[config.mk]
export PLATFORM = sky130hd
export DESIGN_NAME = frf_ram
export DESIGN_NICKNAME = d
export VERILOG_FILES = /design/src/rtl/frf_ram.sv
export SDC_FILE = /design/constraint.sdc
export NUM_CORES = 1
export LEC_CHECK = 0
export BUFFER_PORTS_ARGS = -buffer_cell sky130_fd_sc_hd__buf_4
export CELL_PAD_IN_SITES_DETAIL_PLACEMENT = 0
export CELL_PAD_IN_SITES_GLOBAL_PLACEMENT = 1
export CORE_MARGIN = 10
export CORE_UTILIZATION = 35
export CTS_BUF_LIST = sky130_fd_sc_hd__clkbuf_16
export DETAILED_ROUTE_END_ITERATION = 8
export GPL_ROUTABILITY_DRIVEN = 0
export PLACE_DENSITY = 0.56
export SETUP_SLACK_MARGIN = 0.05
export SLEW_MARGIN = 20
export SYNTH_ARGS = -nofsm -noshare
export SYNTH_HDL_FRONTEND = slang
export SYNTH_SLANG_ARGS = --single-unit
[constraint.sdc]
create_clock -name clock -period 3.2 [get_ports clock]
set_input_delay 0.32 -clock clock [delete_from_list [all_inputs] [get_ports clock]]
set_output_delay 0.32 -clock clock [all_outputs]
set_load 0.05 [all_outputs]
[src/rtl/frf_ram.sv]
// Generic single-write, single-read RAM with registered read data.
module frf_ram #(
   parameter int WIDTH = 8,
   parameter int DEPTH = 16
) (
   input  logic                     clock,
   input  logic                     wr_en,
   input  logic [$clog2(DEPTH)-1:0] wr_addr,
   input  logic [WIDTH-1:0]         wr_data,
   input  logic [$clog2(DEPTH)-1:0] rd_addr,
   output logic [WIDTH-1:0]         rd_data
);

   logic [WIDTH-1:0] mem_ff [0:DEPTH-1];
   logic [WIDTH-1:0] rd_data_ff;

   always_ff @(posedge clock) begin
      if (wr_en) mem_ff[wr_addr] <= wr_data;
      rd_data_ff <= mem_ff[rd_addr];
   end

   assign rd_data = rd_data_ff;

endmodule

# Yosys cells after proc, flatten, opt, wreduce, memory -nomap -nowiden
# Memories as Yosys holds them, arrays and structs flattened. A register that Yosys moved wholly into a read port is not among the register bits.
# Index checks and enable logic that the tools add are counted.
# Widths: inputs -> output; s select.
[totals]
reg_bits = 0
mem_bits_rw = 128
inputBits = 18
mem_count = 1
[mem_list]
columns = ["memory", "words", "width", "read_ports", "rd_clocked_by_memory_dff", "wr", "line", "rtl"]
rows = [
  ["mem_ff", 16, 8, 1, 1, 1, "14", "logic [WIDTH-1:0] mem_ff [0:DEPTH-1];"],
]
[op_classes]
muxes = 2
[ops]
columns = ["op", "count"]
rows = [
  ["$mux 1", 2],
]

# Logic depth before layout (Yosys ltp)
[logic_depth]
depth_word = 2
mapped_depth = 5
mapped_depth_nobuf = 3

# Least setup slack after synthesis
# Ideal clock, no wire load.
[synth_path]
path_kind = "input port to flip-flop"
from = "input port wr_addr[2]"
to = "memory mem_ff[0][0], enable pin"
setup_time_ns = 0.383
arrival_ns = 1.430
required_ns = 2.817
setup_slack_ns = 1.387
stages = 2
n_path_buf = 0
path_cell_list = "or3b_2 nor3_1"
[synth_lines]
columns = ["element", "line", "rtl"]
rows = [
  ["from (decl)", "8", "input logic [$clog2(DEPTH)-1:0] wr_addr,"],
  ["to (decl)", "14", ""],
]
# No word-level cell before the write port.

# Worst setup path after layout
[layout_path]
from = "input port wr_addr[2]"
to = "memory mem_ff[2][3], enable pin"
# No word-level cell before the write port.

==> results_dict.tcl <==
set metrics [dict create \
    r2r_slack_ns 1.79 \
    grt-ovfl-total 0 \
    viasPerCell 5.06 \
    postCtsHoldBufs 0 \
    regArea_sq_um 4000 \
    dieWidth_um 141 \
    powerDensity_nw_per_um2 685 \
    dp_slack_ns 1.12 \
    finalSetupViolCount 0 \
    slew_headroom_pct 31.8 \
    p_leak_uw 0.00205 \
    ios 26 \
    rows 44 \
    cts_htree_levels 4 \
    finalMaxSlewViolations 0 \
    cts_tree "done" \
    hold_path_class "in2reg" \
    diodes 0 \
    critPathBufInv 1 \
    layoutNonFillerInstCount 464 \
    period_needed_ns 1.62 \
    placedCellCount 432 \
    cp-startpoint "wr_addr[2]" \
    grt_pass1_wl_um 15700 \
    run_status "finished, final reports clean" \
    fmax_ghz 0.618 \
    yosysWarnings 0 \
    fin_crit_sh_pct 50.6 \
    drc_errors 0 \
    grt_antenna_before_repair 0 \
    path_cells "buf_4, or3b_2, nor2_1" \
    numClockSinks 136 \
    clockBufferDepth 2 \
    synth.distinct_cells 19 \
    crit_end "mem_ff[2][3]$_DFFE_PP_" \
    ir_drop_uv 367 \
    routedWlPerCell_um 22.7 \
    grt_pass1_vias 2458 \
    multi_input_area_sq_um 1060 \
    grt_max_degree 33 \
    arrival_ns 1.65 \
    first_pass_iters 5 \
    cp_data_required_time_ns 3.23 \
    crit_path_end_kind "register" \
    initial_core_util_pct 35.6 \
    critical_path.top_delay_family "simple AND/OR/NAND/NOR gates" \
    ys_seq_area_share_pct 77.8 \
    setup_slack_ns 1.58 \
    cts-resized-gates 0 \
    syn_avg_cell_area_sq_um 22.5 \
    critPathSlowestCell "nor2_1" \
    postRouteAntennaNets 0 \
    fill_cells 1262 \
    postCtsSetupBuffers 0 \
    hpwl_um 6610 \
    clock_latency_ns 0.40 \
    worst-path-stages 3 \
    grtUsageTotal_pct 11.1 \
    vias 2347 \
    rsz0062_at_grt "no" \
    cts_buffers 17 \
    worstSetupStartpointType "primary input" \
    cts-root-buf "clkbuf_16" \
    drive_gt1_share_pct 26.8 \
    drt_wl_total_um 10500 \
    dieArea_sq_um 20000 \
    clk_pin_slew_ns 0.06 \
    finClkSkew_ns 0.00485 \
    ys_ff_latch 136 \
    reg2reg_depth 3 \
    dieHeight_um 141 \
    core_sq_um 14500 \
    critPathMaxFanout 8 \
    drtIter0Drc 195 \
    synthCells 229 \
    synthesis.nets 247 \
    worst_pin_slew_ns 1.02 \
    finalNetCount 285 \
    cap_violations 0 \
    hold_viol 0 \
    reg2reg_to "rd_data[4]$_DFF_P_" \
    portBuffers 25 \
    area_growth_pct 18.6 \
    syn-cell-area_sq_um 5150 \
    slowest_delay_ns 0.69 \
    crit-reg2reg-launch "mem_ff[9][4]$_DFFE_PP_" \
    crit_type "in2reg" \
    fin_setup_tns_ns 0 \
]
==> cells in the final DEF, fill, tap and decap left out <==
master,instances
edfxtp_1,128
a22oi_1,16
bufinv_16,4
nand3b_1,2
nand3_1,1
mux4_1,14
nor2b_1,1
clkbuf_16,17
nand2_1,9
or3b_2,1
clkinv_2,6
inv_1,4
nand2b_1,2
buf_4,29
mux4_2,18
and2_1,1
clkinv_1,1
dfxtp_1,8
and2b_1,1
nor3_1,4
nor2_1,13
==> synth_stat cells, drive strengths merged <==
| master | n | share of area, % |
|---|---|---|
| a22oi | 16 | 2.3 |
| and2 | 1 | 0.12 |
| and2b | 1 | 0.15 |
| buf | 7 | 1.1 |
| clkdlybuf4s25 | 3 | 0.58 |
| dfxtp | 8 | 3.1 |
| edfxtp | 128 | 75 |
| mux4 | 32 | 15 |
| nand2 | 9 | 0.66 |
| nand2b | 2 | 0.24 |
| nand3 | 1 | 0.097 |
| nand3b | 2 | 0.29 |
| nor2 | 13 | 0.95 |
| nor2b | 1 | 0.12 |
| nor3 | 4 | 0.39 |
| or3b | 1 | 0.17 |
==> registers in the layout, summed over array words and instances (netlist names) <==
register / flops
rd_data: 8
mem_ff: 128
==> cells by family (layout without fill, tap and decap cells) <==
kind of cell | Yosys count | in the layout | share of synthesized area [%]
buffers and inverters | 10 | 61 | 1.68
muxes | 32 | 32 | 15.0
AOI/OAI and AO/OA | 16 | 16 | 2.33
DFF | 136 | 136 | 77.8
and+or+nand+nor | 35 | 35 | 3.18
==> metal layers <==
metal	wire length, um	up-vias	global-route usage [%]	share of wire (%)
met5	0	-	0	0
met4	118	0	4.24	1.1
met2	5260	68	17.5	50
li1	-	1048	-	-
met3	609	8	3.57	5.8
met1	4550	1223	14.0	43
==> area by class of cell <==
type,instances,share of cell area [%]
sequential,136,65.6
multi-input combinational,83,17.3
clock buffer,17,6.97
tap,184,3.77
timing repair buffer,29,3.57
clock inverter,15,2.77
==> worst min path at each step <==
stage | from | end | slack, ns | cells after the start
after CTS | wr_data[7] | mem_ff[12][7]$_DFFE_PP_ | 0.21 | 1
after global routing | wr_data[7] | mem_ff[9][7]$_DFFE_PP_ | 0.23 | 1
after detailed placement | wr_data[7] | mem_ff[9][7]$_DFFE_PP_ | 0.64 | 1
after floorplan | wr_data[0] | mem_ff[0][0]$_DFFE_PP_ | 0.42 | 0
after global placement | wr_data[6] | mem_ff[2][6]$_DFFE_PP_ | 0.63 | 1
final | wr_data[7] | mem_ff[9][7]$_DFFE_PP_ | 0.23 | 1
==> worst register-to-register path, stage by stage (launching register included) <==
cell      delay (ns)
edfxtp_1        0.35
mux4_1          0.50
a22oi_1         0.36
nand2_1         0.08
==> power breakdown <==
group	internal [uW]	total [uW]	leakage, uW	switching (uW)
combinational	84.6	229	0.000512	144
sequential	1990	2010	0.00122	13.6
clock	1280	1940	0.000312	664
==> through the flow <==
step	hold WS [ns]	util, %	instance area (sq um)	power (uW)
final	0.227	42.2	6100	4180
after global routing	0.229	42.2	6100	4330
after CTS	0.210	42.2	6100	4220
after detailed placement	0.637	38.0	5510	2280
after global placement	0.633	38.0	5510	2280
after floorplan	0.419	-	5150	2180
Note: power is estimated with default switching activity, not from simulation.
